===== src/hdl/swl_pkg.sv =====
package swl_pkg;

  // Session phases
  typedef enum logic [1:0] {
    PH_IDLE = 2'd0,
    PH_WAIT = 2'd1,
    PH_LOAD = 2'd2,
    PH_DONE = 2'd3
  } phase_t;

  // Configuration register indexes
  localparam int CfgIdxW = 3;
  typedef enum logic [CfgIdxW-1:0] {
    CFG_READY_CODE     = 3'd0,
    CFG_HANDSHAKE_CODE = 3'd1,
    CFG_ACK_CODE       = 3'd2,
    CFG_DONE_ACK_CODE  = 3'd3,
    CFG_END_MARKER     = 3'd4,
    CFG_LOAD_BASE      = 3'd5
  } cfg_idx_t;

  // Input command codes
  localparam logic CMD_START = 1'b0;
  localparam logic CMD_BYTE  = 1'b1;

  localparam int ByteW = 8;
  localparam int WordW = 32;
  localparam int PartW = 24;
  localparam int PosW  = 2;
  localparam logic [WordW-1:0] WordStep = 32'd4;

  // Configuration register contents
  typedef struct packed {
    logic [ByteW-1:0] ready_code;
    logic [ByteW-1:0] handshake_code;
    logic [ByteW-1:0] ack_code;
    logic [ByteW-1:0] done_ack_code;
    logic [WordW-1:0] end_marker_word;
    logic [WordW-1:0] load_base_addr;
  } cfg_t;

  // One result item
  typedef struct packed {
    logic [ByteW-1:0] tx_byte;
    logic             write_enable;
    logic [WordW-1:0] write_addr;
    logic [WordW-1:0] write_data;
    logic             load_done;
  } res_t;

endpackage


===== src/hdl/swl_cfg.sv =====
module swl_cfg (
  input  logic                         clk,
  input  logic                         rst_n,
  input  logic                         cfg_valid,
  output logic                         cfg_ready,
  input  logic [swl_pkg::CfgIdxW-1:0]  cfg_index,
  input  logic [swl_pkg::WordW-1:0]    cfg_data,
  output swl_pkg::cfg_t                cfg
);
  import swl_pkg::*;

  cfg_t cfg_r;
  cfg_t cfg_nxt;

  assign cfg_ready = 1'b1;
  assign cfg     = cfg_r;

  // Decode the register index; drop writes beyond the list
  always_comb begin
    cfg_nxt = cfg_r;
    if (cfg_valid) begin
      case (cfg_index)
        CFG_READY_CODE:     cfg_nxt.ready_code     = cfg_data[ByteW-1:0];
        CFG_HANDSHAKE_CODE: cfg_nxt.handshake_code = cfg_data[ByteW-1:0];
        CFG_ACK_CODE:       cfg_nxt.ack_code       = cfg_data[ByteW-1:0];
        CFG_DONE_ACK_CODE:  cfg_nxt.done_ack_code  = cfg_data[ByteW-1:0];
        CFG_END_MARKER:     cfg_nxt.end_marker_word = cfg_data;
        CFG_LOAD_BASE:      cfg_nxt.load_base_addr  = cfg_data;
        default:            cfg_nxt = cfg_r;
      endcase
    end
  end

  always_ff @(posedge clk) begin
    if (!rst_n) begin
      cfg_r <= '0;
    end else begin
      cfg_r <= cfg_nxt;
    end
  end

endmodule


===== src/hdl/swl_core.sv =====
module swl_core (
  input  logic                       clk,
  input  logic                       rst_n,
  input  logic                       in_valid,
  output logic                       in_ready,
  input  logic                       in_cmd,
  input  logic [swl_pkg::ByteW-1:0]  in_byte,
  input  swl_pkg::cfg_t              cfg,
  input  logic                       slot_free,
  output logic                       res_valid,
  output swl_pkg::res_t              res
);
  import swl_pkg::*;

  // Input register
  logic             in_valid_r;
  logic             cmd_r;
  logic [ByteW-1:0] byte_r;

  // Session state
  phase_t           phase_r,  phase_nxt;
  logic [PosW-1:0]  pos_r,    pos_nxt;
  logic [PartW-1:0] part_r,   part_nxt;
  logic [WordW-1:0] addr_r,   addr_nxt;

  logic             has_res;
  logic             step;
  logic [WordW-1:0] word;

  assign word = {byte_r, part_r};

  // Work out the result and the next state for the held item
  always_comb begin
    phase_nxt = phase_r;
    pos_nxt   = pos_r;
    part_nxt  = part_r;
    addr_nxt  = addr_r;
    has_res   = 1'b0;
    res       = '0;
    if (cmd_r == CMD_START) begin
      phase_nxt   = PH_WAIT;
      pos_nxt     = '0;
      part_nxt    = '0;
      addr_nxt    = cfg.load_base_addr;
      has_res     = 1'b1;
      res.tx_byte = cfg.ready_code;
    end else begin
      case (phase_r)
        PH_WAIT: begin
          has_res = 1'b1;
          if (byte_r == cfg.handshake_code) begin
            phase_nxt   = PH_LOAD;
            pos_nxt     = '0;
            part_nxt    = '0;
            res.tx_byte = cfg.ack_code;
          end else begin
            res.tx_byte = cfg.ready_code;
          end
        end
        PH_LOAD: begin
          if (pos_r != 2'd3) begin
            // gather a low byte, least significant first
            pos_nxt = pos_r + 2'd1;
            case (pos_r)
              2'd0:    part_nxt[7:0]   = byte_r;
              2'd1:    part_nxt[15:8]  = byte_r;
              default: part_nxt[23:16] = byte_r;
            endcase
          end else begin
            has_res  = 1'b1;
            pos_nxt  = '0;
            part_nxt = '0;
            if (word == cfg.end_marker_word) begin
              phase_nxt     = PH_DONE;
              res.tx_byte   = cfg.done_ack_code;
              res.load_done = 1'b1;
            end else begin
              res.tx_byte      = cfg.ack_code;
              res.write_enable = 1'b1;
              res.write_addr   = addr_r;
              res.write_data   = word;
              addr_nxt         = addr_r + WordStep;
            end
          end
        end
        default: has_res = 1'b0;
      endcase
    end
  end

  // Retire the held item once its result has somewhere to go
  assign step      = in_valid_r && (!has_res || slot_free);
  assign res_valid = step && has_res;
  assign in_ready  = !in_valid_r || step;

  always_ff @(posedge clk) begin
    if (!rst_n) begin
      in_valid_r <= 1'b0;
      phase_r    <= PH_IDLE;
      pos_r      <= '0;
      part_r     <= '0;
      addr_r     <= '0;
    end else begin
      if (in_ready) begin
        in_valid_r <= in_valid;
      end
      if (step) begin
        phase_r <= phase_nxt;
        pos_r   <= pos_nxt;
        part_r  <= part_nxt;
        addr_r  <= addr_nxt;
      end
    end
  end

  // Capture payload on each transfer
  always_ff @(posedge clk) begin
    if (in_ready && in_valid) begin
      cmd_r  <= in_cmd;
      byte_r <= in_byte;
    end
  end

endmodule


===== src/hdl/swl_out.sv =====
module swl_out (
  input  logic           clk,
  input  logic           rst_n,
  input  logic           res_valid,
  input  swl_pkg::res_t  res,
  output logic           slot_free,
  output logic           out_valid,
  input  logic           out_ready,
  output swl_pkg::res_t  out_res
);
  import swl_pkg::*;

  logic out_valid_r;
  res_t out_res_r;

  assign slot_free = !out_valid_r || out_ready;
  assign out_valid = out_valid_r;
  assign out_res   = out_res_r;

  // Hold the result until the receiver takes it
  always_ff @(posedge clk) begin
    if (!rst_n) begin
      out_valid_r <= 1'b0;
    end else if (slot_free) begin
      out_valid_r <= res_valid;
    end
  end

  always_ff @(posedge clk) begin
    if (res_valid) begin
      out_res_r <= res;
    end
  end

endmodule


===== src/hdl/serial_word_loader.sv =====
// Serial word loader: the protocol side of a byte-stream boot loader.
// Input channel: in_tuser is the command (0 start a session, 1 byte present),
// in_tdata carries the received byte. Each transfer gives zero or one result.
// Result channel: reply byte for the host, plus an optional word write
// (write_enable, write_addr, write_data) and the load_done flag.
// Configuration channel: cfg_index selects ready, handshake, ack, done-ack
// codes, end marker word and load base address; writes beyond index 5 are
// dropped. Write configuration only while no item is in flight.
// A result passes the input register, then the result register, before it is
// offered on the result channel.
// Throughput: one item per cycle while the result side takes results, set by
// the single combinational pass between those two registers.
// If the receiver stalls, the result register holds its item; the input
// register still takes one more item, and items that produce no result keep
// draining. in_tready falls only when both registers hold a waiting item.
// Reset clears all configuration registers to zero, puts the session in
// idle and empties both registers.
module serial_word_loader (
  input  logic                         clk,
  input  logic                         rst_n,
  // input channel
  input  logic                         in_tvalid,
  output logic                         in_tready,
  input  logic [7:0]                   in_tdata,   // [7:0] rx_byte
  input  logic [0:0]                   in_tuser,   // [0] command
  // result channel
  output logic                         out_tvalid,
  input  logic                         out_tready,
  output logic [71:0]                  out_tdata,  // [7:0] tx_byte, [39:8] write_addr,
                                                   // [71:40] write_data
  output logic [1:0]                   out_tuser,  // [0] write_enable, [1] load_done
  // configuration channel
  input  logic                         cfg_valid,
  output logic                         cfg_ready,
  input  logic [swl_pkg::CfgIdxW-1:0]  cfg_index,
  input  logic [swl_pkg::WordW-1:0]    cfg_data
);
  import swl_pkg::*;

  cfg_t cfg;
  logic slot_free;
  logic res_valid;
  res_t res;
  res_t out_res;

  swl_cfg u_cfg (
    .clk       (clk),
    .rst_n     (rst_n),
    .cfg_valid (cfg_valid),
    .cfg_ready (cfg_ready),
    .cfg_index (cfg_index),
    .cfg_data  (cfg_data),
    .cfg       (cfg)
  );

  swl_core u_core (
    .clk       (clk),
    .rst_n     (rst_n),
    .in_valid  (in_tvalid),
    .in_ready  (in_tready),
    .in_cmd    (in_tuser[0]),
    .in_byte   (in_tdata),
    .cfg       (cfg),
    .slot_free (slot_free),
    .res_valid (res_valid),
    .res       (res)
  );

  swl_out u_out (
    .clk       (clk),
    .rst_n     (rst_n),
    .res_valid (res_valid),
    .res       (res),
    .slot_free (slot_free),
    .out_valid (out_tvalid),
    .out_ready (out_tready),
    .out_res   (out_res)
  );

  // Pack the result fields, lowest field first
  assign out_tdata = {out_res.write_data, out_res.write_addr, out_res.tx_byte};
  assign out_tuser = {out_res.load_done, out_res.write_enable};

endmodule


===== config.mk =====
export PLATFORM = sky130hd
export DESIGN_NAME = serial_word_loader
export DESIGN_NICKNAME = d
export VERILOG_FILES = /design/src/hdl/swl_pkg.sv /design/src/hdl/swl_cfg.sv /design/src/hdl/swl_core.sv /design/src/hdl/swl_out.sv /design/src/hdl/serial_word_loader.sv
export SDC_FILE = /design/constraint.sdc
export NUM_CORES = 1
export LEC_CHECK = 0
export BUFFER_PORTS_ARGS = -buffer_cell sky130_fd_sc_hd__buf_2
export CORE_ASPECT_RATIO = 0.7
export CORE_MARGIN = 4
export CORE_UTILIZATION = 35
export DETAILED_ROUTE_END_ITERATION = 8
export PLACE_DENSITY = 0.54
export SLEW_MARGIN = 0
export SYNTH_ARGS = -nofsm -noshare
export SYNTH_HDL_FRONTEND = slang
export SYNTH_SLANG_ARGS = --single-unit

===== constraint.sdc =====
create_clock -name clk -period 3.1 [get_ports clk]
set_clock_uncertainty 0.1 [all_clocks]
set_input_delay 0.775 -clock clk [delete_from_list [all_inputs] [get_ports clk]]
set_output_delay 0.775 -clock clk [all_outputs]
set_load 0.02 [all_outputs]

==> summary.md <==
| Metric | Value |
|---|---|
| Status | `complete, no violations` |
| Crit path DAT | `3100 ps` |
| Global-route wire length before repair | `50,940 µm` |
| Adder-cell area share of the yosys netlist | `0.007162` |
| DIE HEIGHT | `152.8 µm` |
| P_leak | `4.641 nW` |
| Pint | `5.127 mW` |
| Final hold violations | `0` |
| Main combinational cell family by area after synthesis | `simple AND/OR/NAND/NOR gates` |
| Clock latency at the later pin of the worst-skew pair | `540 ps` |
| Complex-gate fraction of the synthesized area | `0.1283` |
| Xor/xnor cell area share of the yosys netlist | `0.03342` |
| Final worst slack | `165.8 ps` |
| Worst Hold End | `u_core.byte_r[4]` |
| Synth Area per Inst | `9.589 µm²` |
| Top_reg_cell synth | `dfxtp_1` |
| Worst R2R Start | `u_core.byte_r[4]` |
| Die X | `214.8 µm` |
| Top delay family on crit path | `compound AO/OA/AOI/OAI gates` |
| Grt ovf | `0` |
| Top cell type's share of synthesized area | `0.3018` |
| Clock network power share | `0.437` |
| Setup Buffers After CTS | `0` |
| Reg-to-reg endpoint | `u_out.out_res[69]` |
| Detailed placer's ending HPWL | `24,100 µm` |
| CP cell instances | `xor2_1, nor4_1, nand4_1, o21ai_2, a21oi_2, a221o_1` |
| Max Fclk | `340.8 MHz` |
| Hold-fix buffers, CTS | `0` |
| Placer Congestion | `0.8965` |
| Wirelength, routed | `33,430 µm` |
| Post-CTS sizing | `0` |
| Min-delay src | `in_tdata[4]` |
| Syn Inst Count | `1,093` |
| RSZ-0062 raised after global routing | `false` |
| Clock net sink count | `241` |
| Average wire per standard cell | `20.78 µm` |
| Pre-CTS setup slack | `186.5 ps` |
| Multi-input logic area | `4514 µm²` |
| Number of vias per cell | `5.408` |
| Clk Tree Root Cell | `clkbuf_16` |
| FF+latch area | `5655 µm²` |
| R2R Setup Slk | `170 ps` |
| P per Cell Area | `547.4 nW/µm²` |
| Post-synth EDFFs | `83` |
| H-tree depth | `1` |
| Initial antenna violation count | `0` |
| Syn Nets | `1,148` |
| Reg power frac | `0.499` |
| Logic pwr share | `0.064` |
| Residual DRC | `0` |
| Vias in the first global route | `8,131` |
| CTS buffer count | `25` |
| Fraction of layout instances using a drive strength above 1 | `0.1795` |
| CP Launch Type | `flop` |
| Initial DRC Count | `1,018` |
| Max-slew headroom | `0.1008` |
| Mux cell area share after synthesis | `0.03533` |
| Slew Viols, Final | `0` |
| Placeable Area | `29,210 µm²` |
| Total I/O pin count | `126` |
| Final nets | `1,268` |
| Crit-path max FO | `8` |
| Area growth, synth to finish | `18.01%` |
| Post-synthesis simple-gate area fraction | `0.2223` |
| Crit path max-delay cell type | `edfxtp_1` |
| R2R depth | `6` |
| YS warnings | `0` |
| CTS Buffer Depth | `3` |
| Largest net degree at the start of global routing | `63` |
| GR Util All Layers | `0.1970` |
| Starting density of the core | `0.3588` |
| # setup viols final | `0` |
| # fillers | `2,898` |
| PortBufs | `124` |
| Sequential share of the synthesized area | `0.5396` |
| ANT cells | `0` |
| Critical Path RT | `3260 ps` |
| DR pass1 iterations | `6` |
| Clock-pin slew on the worst setup and hold paths | `70 ps` |
| Buffers and inverters on the worst path | `0` |
| TNS Setup | `0 ps` |
| P_sw | `1.644 mW` |
| Kind of critical path | `flop to flop` |
| Max_cap viols | `0` |
| Die Area | `32,820 µm²` |
| Distinct cell type count after synthesis | `73` |
| Hold WC Path Type | `primary input to flop` |
| ANT nets after route | `0` |
| TritonCTS clock tree | `yes` |
| Hold path cells | `1` |
| Cell area after synthesis | `10,480 µm²` |
| CP peak stage delay | `540 ps` |
| Total number of vias | `8,701` |
| Worst vdd ir | `357.0 µV` |
| Largest area contributor in the netlist | `dfxtp_1` |
| Tightest Pin Transition | `1335 ps` |
| Area contributors post-synth | `dfxtp_1 (30%), edfxtp_1 (24%), nand2_1 (7.8%)` |
| Tmin final | `2934 ps` |
| Synthesis-stage register bit count | `241` |
| FFs w/ async S/R, synth | `0` |
| Setup crit end kind | `flop` |
| Fin crit share | `0.9465` |
| Switch share | `0.2428` |
| Placement Rows | `52` |
## kinds of logic (layout without fill, tap and decap cells)
kind of cell | Yosys count | after routing
AO/OA/AOI/OAI | 212 | 212
XOR/XNOR | 40 | 40
adder cells (fa/ha/maj) | 6 | 6
buffers and inverters | 78 | 216
flip-flops | 241 | 241
multiplexers | 37 | 37
other | 1 | 1
AND/OR/NAND/NOR | 478 | 478
## placed cells by master (no fill, tap or decap), types with 19 or more instances in the layout
cell type  netlist  routed
a21oi_1        102     102
and2_1          78      78
buf_2           11     124
buf_4            1      34
clkbuf_16        0      25
dfxtp_1        158     158
edfxtp_1        83      83
mux2i_1         37      37
nand2_1        219     219
nand3_1         23      23
nor2_1          56      53
nor3_1          24      24
o21ai_0         19      19
xor2_1          32      32
## worst register-to-register path, stage by stage (launching register included)
cell	delay, ps
edfxtp_1	540
xor2_1	200
nor4_1	500
nand4_1	400
o21ai_2	290
a21oi_2	210
a221o_1	420
## how the worst max path moves through the flow
stage,start,to,slack (ps),depth (start not counted)
6_report,u_core.byte_r[4],u_out.out_res[69],170,6
2_1_floorplan,u_core.phase_r[0],u_out.out_res[0],580,4
3_5_place_dp,u_core.byte_r[6],u_core.addr_r[19],190,6
4_1_cts,u_core.pos_r[0],in_tready,110,5
5_1_grt,u_core.byte_r[4],u_out.out_res[69],30,6
3_3_place_gp,u_core.byte_r[6],u_out.out_res[69],210,6
## cells in the mapped netlist (all sizes together) (2+ instances only)
library cell,count
nor2b,2
or4,4
a21boi,2
xor2,32
a211o,2
nand3,25
o211ai,8
nand4,14
or2,3
a22oi,2
nor4,16
xnor2,8
o221ai,3
mux2i,37
and3,12
inv,12
clkbuf,41
a32oi,2
a22o,4
nor2,57
a221o,8
o21ai,23
a311oi,4
o31ai,3
o22ai,2
a31oi,14
buf,25
a31o,2
edfxtp,83
o211a,3
a221oi,3
or3,6
ha,6
nor3,25
and4,5
a21o,4
and2,81
o21a,3
nand2,219
a211oi,5
a21oi,105
dfxtp,158
nand2b,7
## cell type report
type	count	share of cell area
tap	378	0.03824
sequential	241	0.4572
timing repair buffer	159	0.07243
clock inverter	11	0.006777
inverter	12	0.003844
clock buffer	34	0.05654
multi-input combinational	774	0.3650
## stage by stage
stage / total power [mW] / cells / utilization / instance area [µm²] / hold slack (ps)
6_report: 6.771 / 1609 / 0.4234 / 12370 / 314.2
5_1_grt: 6.999 / 1609 / 0.4234 / 12370 / 305.7
4_1_cts: 6.820 / 1609 / 0.4229 / 12350 / 305.5
3_5_place_dp: 3.877 / 1564 / 0.3961 / 11570 / 338.7
3_3_place_gp: 3.876 / 1564 / 0.3961 / 11570 / 333.3
2_1_floorplan: 3.683 / 1093 / - / 10480 / 325.9
## power by group through the flow
stage          clock [mW]  sequential (mW)  combinational [mW]
3_3_place_gp            0             3.45               0.430
5_1_grt              3.14             3.38               0.471
6_report             2.96             3.38               0.433
2_1_floorplan           0             3.45               0.230
3_5_place_dp            0             3.45               0.430
4_1_cts              3.01             3.38               0.432
## layer usage
metal  global-route usage  part of all wire
met1               0.3306              0.52
met2               0.2581              0.38
met3              0.03927             0.083
met4              0.02931             0.014
met5                    0                 0
## sequential cells by signal, summed over array words and instances (netlist names)
register / count
u_cfg.cfg: 96
u_core.addr_r: 32
u_core.byte_r: 8
u_core.cmd_r: 1
u_core.in_valid_r: 1
u_core.part_r: 24
u_core.phase_r: 2
u_core.pos_r: 2
u_out.out_res: 74
u_out.out_valid: 1
(Power assumes the default switching activity.)
